[config.mk]
export PLATFORM = sky130hd
export DESIGN_NAME = reply_line_matcher
export DESIGN_NICKNAME = d
export VERILOG_FILES = /design/src/rtl/core/rlm_pkg.sv /design/src/rtl/core/rlm_cfg.sv /design/src/rtl/core/rlm_num_step.sv /design/src/rtl/core/rlm_line.sv /design/src/rtl/core/reply_line_matcher.sv
export VERILOG_INCLUDE_DIRS = /design/src /design/src/rtl/core
export SDC_FILE = /design/constraint.sdc
export NUM_CORES = 1
export LEC_CHECK = 0
export ABC_AREA = 0
export BUFFER_PORTS_ARGS = -buffer_cell sky130_fd_sc_hd__buf_2
export CAP_MARGIN = 40
export CORE_MARGIN = 8
export CORE_UTILIZATION = 50
export CTS_CLUSTER_SIZE = 12
export DETAILED_ROUTE_END_ITERATION = 8
export PLACE_DENSITY = 0.77
export SYNTH_ARGS = -nofsm -noshare
export SYNTH_HDL_FRONTEND = slang
export SYNTH_SLANG_ARGS = --single-unit
[constraint.sdc]
create_clock -name i_clk -period 7.7 [get_ports i_clk]
set_input_delay 1.54 -clock i_clk [delete_from_list [all_inputs] [get_ports i_clk]]
set_output_delay 1.54 -clock i_clk [all_outputs]
set_load 0.01 [all_outputs]
[src/rtl/core/reply_line_matcher_assert.svh]
// assertion macros for the blocks that check themselves
`ifndef REPLY_LINE_MATCHER_ASSERT_SVH
`define REPLY_LINE_MATCHER_ASSERT_SVH

// condition holds whenever out of reset
`define RLM_ASSERT_HOLD(label, cond, msg) \
    label: assert property (@(posedge i_clk) disable iff (!i_rst_n) (cond)) \
        else $error(msg);

// cause on one edge implies effect on the next
`define RLM_ASSERT_NEXT(label, cause, effect, msg) \
    label: assert property (@(posedge i_clk) disable iff (!i_rst_n) \
        (cause) |=> (effect)) else $error(msg);

`endif

[src/rtl/core/rlm_pkg.sv]
`default_nettype none

package rlm_pkg;

    localparam int LINE_CHARS = 64;
    localparam int CNT_W      = $clog2(LINE_CHARS);

    localparam logic [7:0] LINE_END   = 8'd13;
    localparam logic [7:0] CHAR_SPACE = 8'd32;
    localparam logic [7:0] CHAR_NUL   = 8'd0;
    localparam logic [7:0] CHAR_PLUS  = 8'd43;
    localparam logic [7:0] CHAR_MINUS = 8'd45;
    localparam logic [7:0] CHAR_ZERO  = 8'd48;
    localparam logic [7:0] CHAR_NINE  = 8'd57;
    localparam logic [7:0] CHAR_TAB   = 8'd9;
    localparam logic [7:0] CHAR_CR    = 8'd13;

    localparam logic [31:0] MAG_LIMIT = 32'h8000_0000;
    localparam logic [31:0] POS_MAX   = 32'h7FFF_FFFF;
    localparam logic [2:0]  TOK_MAX    = 3'd7;
    localparam logic [2:0]  TOK_TARGET = 3'd4;

    localparam int CFG_W     = 64;
    localparam int CFG_IDX_W = 2;

    typedef enum logic [1:0] {
        ACT_BYTE    = 2'd0,
        ACT_START   = 2'd1,
        ACT_TIMEOUT = 2'd2
    } t_action;

    typedef enum logic [1:0] {
        MODE_ECHO   = 2'd0,
        MODE_LAST   = 2'd1,
        MODE_FOURTH = 2'd2
    } t_mode;

    typedef enum logic [1:0] {
        ST_MATCH      = 2'd0,
        ST_MISMATCH   = 2'd1,
        ST_NO_REPLY   = 2'd2,
        ST_INCOMPLETE = 2'd3
    } t_status;

    typedef enum logic [CFG_IDX_W-1:0] {
        CFG_PREFIX_LOW  = 2'd0,
        CFG_PREFIX_HIGH = 2'd1,
        CFG_COMPARE_LEN = 2'd2,
        CFG_REPLY_MODE  = 2'd3
    } t_cfg_index;

    typedef enum logic [1:0] {
        PH_SKIP   = 2'd0,
        PH_SIGN   = 2'd1,
        PH_DIGITS = 2'd2,
        PH_DONE   = 2'd3
    } t_phase;

    typedef struct packed {
        logic [1:0] action;
        logic [7:0] rx_byte;
    } t_in_item;

    typedef struct packed {
        logic [1:0]         status;
        logic signed [31:0] value;
    } t_out_item;

    typedef struct packed {
        t_phase      phase;
        logic        negative;
        logic [31:0] acc;
    } t_num;

    localparam t_num NUM_CLEAR = '{phase: PH_SKIP, negative: 1'b0, acc: 32'd0};

    typedef struct packed {
        logic [63:0] prefix_low;
        logic [63:0] prefix_high;
        logic [4:0]  compare_len;
        logic [1:0]  reply_mode;
    } t_cfg;

    typedef struct packed {
        logic      valid;
        t_out_item item;
    } t_line_res;

    function automatic logic [7:0] prefix_char(input logic [63:0] low,
                                               input logic [63:0] high,
                                               input logic [4:0]  idx);
        logic [127:0] all;
        all = {high, low};
        if (idx[4]) begin
            return 8'd0;
        end
        return all[{idx[3:0], 3'b000} +: 8];
    endfunction

    function automatic logic [31:0] num_value(input t_num n);
        if (n.negative) begin
            return 32'd0 - n.acc;
        end
        return n.acc[31] ? POS_MAX : n.acc;
    endfunction

endpackage

`default_nettype wire

[src/rtl/core/rlm_cfg.sv]
`default_nettype none

module rlm_cfg
    import rlm_pkg::*;
(
    input  wire logic                 i_clk,
    input  wire logic                 i_rst_n,
    input  wire logic                 i_cfg_we,
    input  wire logic [CFG_IDX_W-1:0] i_cfg_index,
    input  wire logic [CFG_W-1:0]     i_cfg_data,
    output t_cfg                      o_cfg
);

    t_cfg r_cfg;

    always_ff @(posedge i_clk) begin
        if (!i_rst_n) begin
            r_cfg <= '0;
        end else if (i_cfg_we) begin
            unique case (t_cfg_index'(i_cfg_index))
                CFG_PREFIX_LOW:  r_cfg.prefix_low  <= i_cfg_data;
                CFG_PREFIX_HIGH: r_cfg.prefix_high <= i_cfg_data;
                CFG_COMPARE_LEN: r_cfg.compare_len <= i_cfg_data[4:0];
                CFG_REPLY_MODE:  r_cfg.reply_mode  <= i_cfg_data[1:0];
                default: ;
            endcase
        end
    end

    assign o_cfg = r_cfg;

endmodule

`default_nettype wire

[src/rtl/core/rlm_num_step.sv]
`default_nettype none

module rlm_num_step
    import rlm_pkg::*;
(
    input  t_num              i_cur,
    input  wire logic [7:0]   i_byte,
    output t_num              o_fed,
    output logic [31:0]       o_fed_value
);

    logic        digit;
    logic        blank;
    logic [35:0] prod;

    assign digit = (i_byte >= CHAR_ZERO) && (i_byte <= CHAR_NINE);
    assign blank = (i_byte == CHAR_SPACE) || ((i_byte >= CHAR_TAB) && (i_byte <= CHAR_CR));
    assign prod  = ({4'd0, i_cur.acc} << 3) + ({4'd0, i_cur.acc} << 1)
                 + {32'd0, i_byte[3:0]};

    always_comb begin
        o_fed = i_cur;
        if (i_cur.phase == PH_DONE) begin
            o_fed = i_cur;
        end else if (digit) begin
            o_fed.acc   = (prod > {4'd0, MAG_LIMIT}) ? MAG_LIMIT : prod[31:0];
            o_fed.phase = PH_DIGITS;
        end else if (i_cur.phase == PH_SKIP && blank) begin
            o_fed = i_cur;
        end else if (i_cur.phase == PH_SKIP &&
                     (i_byte == CHAR_PLUS || i_byte == CHAR_MINUS)) begin
            o_fed.negative = (i_byte == CHAR_MINUS);
            o_fed.phase    = PH_SIGN;
        end else begin
            o_fed.phase = PH_DONE;
        end
    end

    assign o_fed_value = num_value(o_fed);

endmodule

`default_nettype wire

[src/rtl/core/rlm_line.sv]
`default_nettype none

module rlm_line
    import rlm_pkg::*;
(
    input  wire logic i_clk,
    input  wire logic i_rst_n,
    input  wire logic i_fire,
    input  t_in_item  i_item,
    input  t_cfg      i_cfg,
    output t_line_res o_res
);

    logic             r_armed,    n_armed;
    logic [CNT_W-1:0] r_cnt,      n_cnt;
    logic             r_pfx_ok,   n_pfx_ok;
    logic             r_str_end,  n_str_end;
    logic [2:0]       r_tok,      n_tok;
    logic             r_in_tok,   n_in_tok;
    t_num             r_num,      n_num;
    logic             r_saw_sp,   n_saw_sp;
    logic [31:0]      r_fourth,   n_fourth;

    logic [7:0]  b;
    logic [7:0]  cnt_ext;
    logic        in_cmp;
    logic [7:0]  pfx;
    logic        line_end;
    logic [2:0]  tok_inc;
    logic        tok_start;
    t_num        feed_base;
    t_num        fed;
    logic [31:0] fed_value;
    logic        ok;
    logic [31:0] v;
    t_mode       mode;

    assign b        = i_item.rx_byte;
    assign mode     = t_mode'(i_cfg.reply_mode);
    assign cnt_ext  = 8'(r_cnt);
    assign in_cmp   = cnt_ext < {3'd0, i_cfg.compare_len};
    assign pfx      = prefix_char(i_cfg.prefix_low, i_cfg.prefix_high, cnt_ext[4:0]);
    assign line_end = (b == LINE_END) || (r_cnt >= CNT_W'(LINE_CHARS - 1));
    assign tok_inc  = (r_tok < TOK_MAX) ? r_tok + 3'd1 : r_tok;
    assign tok_start = (mode == MODE_FOURTH) && !r_in_tok && (tok_inc == TOK_TARGET);
    assign feed_base = tok_start ? NUM_CLEAR : r_num;

    rlm_num_step u_num_step (
        .i_cur       (feed_base),
        .i_byte      (b),
        .o_fed       (fed),
        .o_fed_value (fed_value)
    );

    always_comb begin
        n_armed   = r_armed;
        n_cnt     = r_cnt;
        n_pfx_ok  = r_pfx_ok;
        n_str_end = r_str_end;
        n_tok     = r_tok;
        n_in_tok  = r_in_tok;
        n_num     = r_num;
        n_saw_sp  = r_saw_sp;
        n_fourth  = r_fourth;
        o_res     = '0;
        ok        = r_pfx_ok;
        v         = 32'd0;

        case (t_action'(i_item.action))
            ACT_START: begin
                n_armed = 1'b1;
            end
            ACT_TIMEOUT: begin
                if (r_armed) begin
                    o_res.valid       = 1'b1;
                    o_res.item.status = (r_cnt == '0) ? ST_NO_REPLY : ST_INCOMPLETE;
                    n_armed           = 1'b0;
                end
            end
            ACT_BYTE: begin
                if (r_armed && !line_end) begin
                    if (r_pfx_ok && !r_str_end && in_cmp && pfx != b) begin
                        n_pfx_ok = 1'b0;
                    end
                    if (!r_str_end) begin
                        if (b == CHAR_NUL) begin
                            n_str_end = 1'b1;
                        end else begin
                            case (mode)
                                MODE_LAST: begin
                                    if (b == CHAR_SPACE) begin
                                        n_saw_sp = 1'b1;
                                        n_num    = NUM_CLEAR;
                                    end else begin
                                        n_num = fed;
                                    end
                                end
                                MODE_FOURTH: begin
                                    if (b == CHAR_SPACE) begin
                                        n_in_tok = 1'b0;
                                    end else begin
                                        if (!r_in_tok) begin
                                            n_in_tok = 1'b1;
                                            n_tok    = tok_inc;
                                        end
                                        if (tok_start) begin
                                            n_num = NUM_CLEAR;
                                        end
                                        if (n_tok == TOK_TARGET) begin
                                            n_num    = fed;
                                            n_fourth = fed_value;
                                        end
                                    end
                                end
                                default: ;
                            endcase
                        end
                    end
                    n_cnt = CNT_W'(r_cnt + 1'b1);
                end else if (r_armed) begin
                    if (r_pfx_ok && !r_str_end && in_cmp && pfx != CHAR_NUL) begin
                        ok = 1'b0;
                    end
                    if (ok && mode == MODE_LAST && r_saw_sp) begin
                        v = num_value(r_num);
                    end else if (ok && mode == MODE_FOURTH && r_tok >= TOK_TARGET) begin
                        v = r_fourth;
                    end
                    o_res.valid       = 1'b1;
                    o_res.item.status = ok ? ST_MATCH : ST_MISMATCH;
                    o_res.item.value  = v;
                    n_armed           = 1'b0;
                end
            end
            default: ;
        endcase

        // start and any result leave a fresh line behind
        if ((t_action'(i_item.action) == ACT_START) || o_res.valid) begin
            n_cnt     = '0;
            n_pfx_ok  = 1'b1;
            n_str_end = 1'b0;
            n_tok     = 3'd0;
            n_in_tok  = 1'b0;
            n_num     = NUM_CLEAR;
            n_saw_sp  = 1'b0;
            n_fourth  = 32'd0;
        end
    end

    always_ff @(posedge i_clk) begin
        if (!i_rst_n) begin
            r_armed   <= 1'b0;
            r_cnt     <= '0;
            r_pfx_ok  <= 1'b1;
            r_str_end <= 1'b0;
            r_tok     <= 3'd0;
            r_in_tok  <= 1'b0;
            r_num     <= NUM_CLEAR;
            r_saw_sp  <= 1'b0;
            r_fourth  <= 32'd0;
        end else if (i_fire) begin
            r_armed   <= n_armed;
            r_cnt     <= n_cnt;
            r_pfx_ok  <= n_pfx_ok;
            r_str_end <= n_str_end;
            r_tok     <= n_tok;
            r_in_tok  <= n_in_tok;
            r_num     <= n_num;
            r_saw_sp  <= n_saw_sp;
            r_fourth  <= n_fourth;
        end
    end

endmodule

`default_nettype wire

[src/rtl/core/reply_line_matcher.sv]
// reply line matcher
//
// input channel: one item per reply byte, or a start / timeout action,
// moved on i_in_valid with o_in_stall low. a start arms the block and
// clears the line; bytes build up the line until the terminator or until
// the line buffer length is reached, then one result item gives the prefix
// status and, depending on the reply mode, a parsed signed decimal value.
// a timeout while armed gives a no-reply or incomplete status.
// output channel: result items on o_out_valid, taken when i_out_stall is low.
// configuration: prefix, compare length and reply mode are written through
// i_cfg_we / i_cfg_index / i_cfg_data; the user must write them only while
// no item is in flight; the block does not enforce this. an accepted item
// waits in the input register until it fires, and its result, if any, is
// then registered in the output register. throughput: one item per cycle
// while the output is not blocked; a stalled output holds its item, and the
// input register then fills and raises o_in_stall. reset clears all line
// state, the valid flags and the configuration and leaves the block idle.

`default_nettype none

module reply_line_matcher
    import rlm_pkg::*;
(
    input  wire logic                 i_clk,
    input  wire logic                 i_rst_n,
    input  wire logic                 i_in_valid,
    output logic                      o_in_stall,
    input  t_in_item                  i_in_item,
    output logic                      o_out_valid,
    input  wire logic                 i_out_stall,
    output t_out_item                 o_out_item,
    input  wire logic                 i_cfg_we,
    input  wire logic [CFG_IDX_W-1:0] i_cfg_index,
    input  wire logic [CFG_W-1:0]     i_cfg_data
);

    logic      r_in_valid;
    t_in_item  r_in_item;
    logic      r_out_valid;
    t_out_item r_out_item;

    logic      out_blocked;
    logic      fire;
    logic      accept;
    t_cfg      cfg;
    t_line_res res;

    assign out_blocked = r_out_valid && i_out_stall;
    assign fire        = r_in_valid && !out_blocked;
    assign o_in_stall  = r_in_valid && out_blocked;
    assign accept      = i_in_valid && !o_in_stall;

    rlm_cfg u_cfg (
        .i_clk       (i_clk),
        .i_rst_n     (i_rst_n),
        .i_cfg_we    (i_cfg_we),
        .i_cfg_index (i_cfg_index),
        .i_cfg_data  (i_cfg_data),
        .o_cfg       (cfg)
    );

    rlm_line u_line (
        .i_clk   (i_clk),
        .i_rst_n (i_rst_n),
        .i_fire  (fire),
        .i_item  (r_in_item),
        .i_cfg   (cfg),
        .o_res   (res)
    );

    always_ff @(posedge i_clk) begin
        if (!i_rst_n) begin
            r_in_valid <= 1'b0;
        end else if (accept) begin
            r_in_valid <= 1'b1;
        end else if (fire) begin
            r_in_valid <= 1'b0;
        end
    end

    always_ff @(posedge i_clk) begin
        if (accept) begin
            r_in_item <= i_in_item;
        end
    end

    always_ff @(posedge i_clk) begin
        if (!i_rst_n) begin
            r_out_valid <= 1'b0;
        end else if (fire && res.valid) begin
            r_out_valid <= 1'b1;
        end else if (!i_out_stall) begin
            r_out_valid <= 1'b0;
        end
    end

    always_ff @(posedge i_clk) begin
        if (fire && res.valid) begin
            r_out_item <= res.item;
        end
    end

    assign o_out_valid = r_out_valid;
    assign o_out_item  = r_out_item;

`include "reply_line_matcher_assert.svh"

    `RLM_ASSERT_NEXT(a_held_item_kept, r_in_valid && out_blocked,
        r_in_valid && $stable(r_in_item), "held input item lost")

    `RLM_ASSERT_HOLD(a_timeout_value_zero,
        !r_out_valid || (r_out_item.status != ST_NO_REPLY &&
        r_out_item.status != ST_INCOMPLETE && r_out_item.status != ST_MISMATCH) ||
        r_out_item.value == 32'sd0, "nonzero value with failing status")

    `RLM_ASSERT_NEXT(a_no_result_on_start,
        fire && !out_blocked && !r_out_valid &&
        r_in_item.action == ACT_START, !r_out_valid, "start produced a result")

endmodule

`default_nettype wire

## After elaboration in Yosys (flattened, before gate mapping)

Index checks and enable logic that the tools add are counted.

| cells by class | value |
|---|---|
| $add $sub $neg | 6 |
| order comparisons | 9 |
| equality and inequality tests | 21 |
| shift-type cells | 1 |
| mux-type cells | 100 |
| bitwise gates (word level) | 2 |
| reduce and logical (&&, ||, !) cells | 58 |

Operators with widths:

| cell | count |
|---|---|
| two-way mux 32 bit | 16 |
| two-way mux 35 bit | 12 |
| variable part select 128 x 8 -> 8 bit | 1 |
| case mux 35 bit (2 select lines) | 1 |
| subtractor 1 x 32 -> 32 bit, first input constant | 2 |
| two-way mux 31 bit | 2 |
| two-way mux 3 bit | 17 |
| two-way mux 1 bit | 43 |
| adder 35 x 33 -> 36 bit | 1 |
| adder 36 x 4 -> 36 bit | 1 |
| greater-than comparator 36 x 32 -> 1 bit, second input constant | 1 |
| == test 8 x 6 -> 1 bit, second input constant | 3 |
| AND reduction 7 bit | 3 |
| logical AND 1 bit | 20 |
| two-way mux 6 bit | 3 |
| two-way mux 8 bit | 2 |
| nonzero test 2 bit | 8 |
| == test 2 bit, second input constant | 5 |
| == test 8 x 4 -> 1 bit, second input constant | 1 |
| greater-or-equal comparator 8 x 4 -> 1 bit, second input constant | 1 |
| greater-or-equal comparator 8 x 6 -> 1 bit, second input constant | 1 |
| less-or-equal comparator 8 x 4 -> 1 bit, second input constant | 1 |
| less-or-equal comparator 8 x 6 -> 1 bit, second input constant | 1 |
| zero test 8 bit | 1 |
| 28 further kinds | 50 |

| word-level totals | value |
|---|---|
| register bits | 262 |
| bits of input ports | 81 |
| output and inout port bits | 36 |
| word-level logic and storage cells | 218 |

## Depth between registers and ports, before layout

| logic depth | value |
|---|---|
| depth after elaboration | 22 |
| depth in mapped cells | 32 |
| gate-level depth less buffers | 27 |

## By module

Synthesis repeated with hierarchy kept, for this count alone.

| unflattened totals | value |
|---|---|
| cells, all modules | 2079 |
| area, all modules | 17549.3 um^2 |

By module, submodules not included:

| module | times used | cells each | area an instance (um^2) | seq. area each (um^2) |
|---|---|---|---|---|
| rlm_line | 1 | 831 | 6358.6 | 1621.6 |
| rlm_cfg | 1 | 509 | 5144.9 | 2702.6 |
| rlm_num_step | 1 | 685 | 4633.2 | 0.0 |
| reply_line_matcher | 1 | 54 | 1412.6 | 1361.3 |

## Worst setup path after synthesis

OpenSTA, ideal clock, no wires.

| timing path | value |
|---|---|
| path type | flip-flop to flip-flop |
| start | reg u_line.r_tok[0] |
| end | reg u_line.r_fourth[30] |
| setup time | 74 ps |
| arrival time | 6888 ps |
| required time | 7626 ps |
| slack | 737 ps |
| cell stages (with the launch flop) | 33 |
| path buffers | 6 |
| clock period less this slack | 6963 ps |
| cell sequence | dfxtp_1 -> ha_1 -> nand3_1 -> o21ai_1 -> or4_1 -> clkbuf_1 -> clkbuf_1 -> clkbuf_1 -> nand2_1 -> inv_1 -> ha_1 -> ha_1 -> buf_2 -> a21oi_1 -> o211ai_1 -> a21boi_1 -> mux2_2 -> or3_1 -> or4b_1 -> nor4_2 -> a21oi_2 -> buf_6 -> nor2_8 -> buf_4 -> a22oi_1 -> ha_1 -> o21ai_0 -> nor2_1 -> o31ai_4 -> a211oi_2 -> nand2_1 -> or4_1 -> a31oi_1 |

| between the ends | value |
|---|---|
| word-level cells in the longest chain between the ends | 22 |
| elaborated cells between the ends (all ways) | 42 |
| classes of those cells | 4 x add/sub; 2 x order compare; 3 x eq/ne; 27 x mux; 6 x reduce/logical |

Ends and longest elaborated chain:

| item | line | source |
|---|---|---|
| start, declared | rlm_line.sv:18 | `logic [2:0] r_tok, n_tok;` |
| start signal, assigned | rlm_line.sv:167 | `r_tok <= n_tok;` |
| adder 3 x 1 -> 3 bit or less-than comparator 3 bit (tied branches) | rlm_line.sv:44 | `assign tok_inc = (r_tok < TOK_MAX) ? r_tok + 3'd1 : r_tok;` |
| two-way mux 3 bit | rlm_line.sv:44 |  |
| == test 3 bit | rlm_line.sv:45 | `assign tok_start = (mode == MODE_FOURTH) && !r_in_tok && (tok_inc == TOK_TARGET);` |
| logical AND 1 bit | rlm_line.sv:45 |  |
| two-way mux 35 bit | -- |  |
| adder 35 x 33 -> 36 bit | rlm_num_step.sv:18 | `assign prod = ({4'd0, i_cur.acc} << 3) + ({4'd0, i_cur.acc} << 1)` |
| adder 36 x 4 -> 36 bit | rlm_num_step.sv:19 | `+ {32'd0, i_byte[3:0]};` |
| greater-than comparator 36 x 32 -> 1 bit | rlm_num_step.sv:26 | `o_fed.acc = (prod > {4'd0, MAG_LIMIT}) ? MAG_LIMIT : prod[31:0];` |
| (+6 left out) | -- |  |
| two-way mux 32 bit | rlm_line.sv:109 | `if (n_tok == TOK_TARGET) begin` |
| two-way mux 32 bit | rlm_line.sv:99 | `if (b == CHAR_SPACE) begin` |
| two-way mux 32 bit | rlm_line.sv:89 | `case (mode)` |
| two-way mux 32 bit | rlm_line.sv:86 | `if (b == CHAR_NUL) begin` |
| two-way mux 32 bit | rlm_line.sv:85 | `if (!r_str_end) begin` |
| two-way mux 32 bit | rlm_line.sv:81 | `if (r_armed && !line_end) begin` |
| two-way mux 32 bit | rlm_line.sv:69 | `case (t_action'(i_item.action))` |
| two-way mux 32 bit | rlm_line.sv:139 | `if ((t_action'(i_item.action) == ACT_START) \|\| o_res.valid) begin` |
| end signal, assigned | rlm_line.sv:171 | `r_fourth <= n_fourth;` |
| end, declared | rlm_line.sv:22 | `logic [31:0] r_fourth, n_fourth;` |

Parallel ways exist; a longest one is shown, timed or not. The select of a mux whose other input is x is not followed.
A chain may end at the register's enable or synchronous reset.

## Worst setup path after layout

| timing path | value |
|---|---|
| start | reg u_line.r_tok[0] |
| end | reg u_line.r_fourth[16] |

The elaborated chain is that of the path after synthesis.

==> summary.md <==
| Metric | Value |
|---|---|
| Final nets | 2,289 |
| Syn_nets | 2,252 |
| GP Congestion | 0.957 |
| Drt pass-1 iters | 6 |
| Leading cell types by count after synthesis | nand2_1 (431), dfxtp_1 (218), a21oi_1 (168) |
| Drt initial violations | 1,459 |
| Final worst slack | 0.530 ns |
| H-tree depth | 1 |
| Starting Density | 50.4% |
| Post-CTS sizing | 0 |
| Data arrival, critical path | 7.61 ns |
| CTS Root Cell | clkbuf_16 |
| CP Launch Type | flip-flop |
| Initial antenna violation count | 3 |
| Syn_area_per_cell | 8.24 µm² |
| Core Footprint | 0.0343 mm² |
| Worst path max stage delay | 0.50 ns |
| Area Overhead vs Synth | 10.3% |
| Tcrit/Tclk final | 93.1% |
| Crit-path leading delay family | compound AO/OA/AOI/OAI gates |
| Post-synth top area share | 25.3% |
| DIE WIDTH | 202 µm |
| Critical setup path kind | flip-flop to flip-flop |
| Post-Synthesis Cells | 2,097 |
| Total power | 2940 µW |
| Peak supply drop | 0.183 mV |
| Setup violations, final | 0 |
| Slowest CP cell | or4_1 |
| Largest net degree at the start of global routing | 93 |
| I/O Buffers | 116 |
| Hold Path Class | flip-flop to flip-flop |
| Vias in the first global route | 16,200 |
| Setup TNS | 0 ns |
| Hold Vio Cnt, Final | 0 |
| Post-CTS Setup Inserts | 0 |
| Cell Rows | 68 |
| GRT Util Overall | 25.0% |
| Fin cells | 2,610 |
| DRT Wirelength | 53,100 µm |
| CTS tree | yes |
| Drc violations | 0 |
| Slew @ Worst Pin | 0.907 ns |
| Hold slack | 0.448 ns |
| Slew Viols, Final | 0 |
| DP Worst Slack | 0.788 ns |
| Inserted Clock Buffers | 28 |
| Upper clock frequency limit | 139 MHz |
| Share of layout cells above drive strength 1 | 14.1% |
| Post-synth top area cell | dfxtp_1 |
| YS warnings | 0 |
| Status | complete, no violations |
| Cts hold-fix bufs | 0 |
| CP most frequent cell | ha_1 |
| Vias/cell | 6.31 |
| Global route overflow | 0 |
| Slew margin rel. | 39.1% |
| DR WL/cell | 20.3 µm |
| Hold path start | u_line.r_fourth[25]$_SDFFE_PN0P_ |
| Post-Syn Area | 0.0173 mm² |
| Bufs and invs on worst path | 1 |
| PwrDens | 155 mW/mm² |
| Max_cap viols | 0 |
| Largest cells by area after synthesis | dfxtp_1 (25%), nand2_1 (9.4%), edfxtp_1 (7.6%) |
| Die Area | 0.0407 mm² |
| Clock Sinks | 262 |
| Pleak | 0.00705 µW |
| Post-synth ARST share | 0% |
| Synth cell types | 110 |
| Via count | 16,500 |
| Reg2reg start | u_line.r_tok[0]$_SDFFE_PN0P_ |
| DP Wirelength | 39,000 µm |
| Antenna Nets Post-Route | 0 |
| Area of the multi-input gates | 0.0109 mm² |
| Post-synthesis sequential area ratio | 32.9% |
| CP Capture Type | flip-flop |
| Chip Height | 202 µm |
| Tmin final | 7.17 ns |
| Worst-path maximum fanout | 40 |
| Worst skew pair latency | 0.59 ns |
| Clock slew at reported path FFs | 0.07 ns |
| Count leader, synth | nand2_1 |
| FF+latch count, synth | 262 |
| Placed insts | 2,559 |
| RSZ-0062 raised after global routing | false |
| Top FF cell, synth | dfxtp_1 |
| First-pass GRT wire length | 84,900 µm |
| Clk_skew | 0.0589 ns |
| IO Pins | 117 |
| Required @ worst endpoint | 8.14 ns |
| Sequential Area | 0.00569 mm² |
| Max Root-Sink Buffers | 3 |
| Post-synth EDFFs | 44 |
| Crit. Startpoint | u_line.r_tok[0]$_SDFFE_PN0P_ |
| FILL cells | 3,156 |
## state kept, by name, indices dropped and copies added (netlist names), 3 cells and up
register         count
u_cfg.o_cfg        135
u_line.r_num        35
o_out_item          34
u_line.r_fourth     32
r_in_item           10
u_line.r_cnt         6
u_line.r_tok         3
## cells in the final DEF (no fill, tap or decap), types with 9 or more instances in the layout
| cell type | n |
|---|---|
| nand2_1 | 431 |
| dfxtp_1 | 216 |
| a21oi_1 | 167 |
| buf_2 | 115 |
| a21boi_0 | 110 |
| nor2_1 | 99 |
| ha_1 | 73 |
| o21ai_0 | 61 |
| edfxtp_1 | 44 |
| nand3_1 | 42 |
| nor2b_1 | 41 |
| mux4_2 | 40 |
| inv_1 | 39 |
| nor3_1 | 39 |
| and2_1 | 38 |
| buf_4 | 35 |
| a22oi_1 | 34 |
| clkbuf_16 | 28 |
| xnor2_1 | 27 |
| o211ai_1 | 24 |
| xor2_1 | 24 |
| o21ai_1 | 22 |
| a21o_1 | 21 |
| o221ai_1 | 20 |
| nand2b_1 | 19 |
| mux2i_1 | 18 |
| or3_1 | 17 |
| nand4_1 | 16 |
| a31oi_1 | 16 |
| a21boi_1 | 15 |
| o21a_1 | 12 |
| o22ai_1 | 12 |
| and3_1 | 11 |
| clkbuf_1 | 11 |
| a211oi_1 | 10 |
| a22o_1 | 9 |
## metal layers
metal | global-route usage (%) | part of all wire, %
met1 | 29.3 | 39
met2 | 44.1 | 49
met3 | 3.70 | 6.1
met4 | 12.4 | 5.3
met5 | 0 | 0.066
## where the power goes
| group | switching, µW | leakage, µW | total, µW | internal [µW] |
|---|---|---|---|---|
| logic | 125 | 0.00452 | 205 | 80.0 |
| registers | 22.4 | 0.00211 | 1440 | 1420 |
| clock network | 560 | 0.000425 | 1300 | 737 |
| total | 708 | 0.00705 | 2940 | 2240 |
## worst register-to-register path, stage by stage (launching register included)
cell	delay [ns]
dfxtp_1	0.37
ha_1	0.26
nand3_1	0.09
o21ai_1	0.08
or4_1	0.50
buf_4	0.27
and2_1	0.30
xor2_1	0.17
ha_1	0.32
ha_1	0.34
a211oi_2	0.38
o21ai_1	0.20
a32oi_1	0.42
nand2_1	0.25
a41o_1	0.30
o31ai_2	0.32
a211o_2	0.28
nor2_8	0.07
a22oi_1	0.32
ha_1	0.29
o21ai_0	0.14
nor2_1	0.21
o31ai_4	0.15
nor4_1	0.50
xor2_1	0.22
a21oi_1	0.10
a21o_1	0.17
## stage by stage
stage / area [µm²] / util [%]
detailed placement: 18200 / 53.0
CTS: 19100 / 55.6
global route: 19100 / 55.6
global placement: 18100 / 52.9
finish: 19100 / 55.6
floorplan: 17300 / -
## cells by family (layout without fill, tap and decap cells)
kind of cell	count (synthesis)	count (layout)	synth area share, %
buf+inv	185	242	4.30
simple gates	813	813	21.9
fa+ha+maj	74	74	5.40
other cells	0	1	0
flops	262	262	32.9
compound gates	648	648	26.3
xor+xnor	51	51	2.59
mux	64	64	6.65
## cell type report
type	count	share of cell area, %
Timing Repair Buffer	151	4.54
Tap cell	455	2.99
Multi-Input combinational cell	1650	57.2
Antenna cell	1	0.0131
Clock inverter	8	0.486
Inverter	41	0.808
Clock buffer	42	4.11
Sequential cell	262	29.8
## path summary, 6_finish.rpt
kind,endpoint,slack (ns),depth (start not counted)
setup reg to reg,u_line.r_fourth[16]$_SDFFE_PN0P_,0.53,26
hold / removal,u_line.r_fourth[25]$_SDFFE_PN0P_,0.45,2
hold reg to reg,u_line.r_fourth[25]$_SDFFE_PN0P_,0.45,2
setup / recovery,u_line.r_fourth[16]$_SDFFE_PN0P_,0.53,26
No activity file was read; power rests on OpenSTA's default activity.
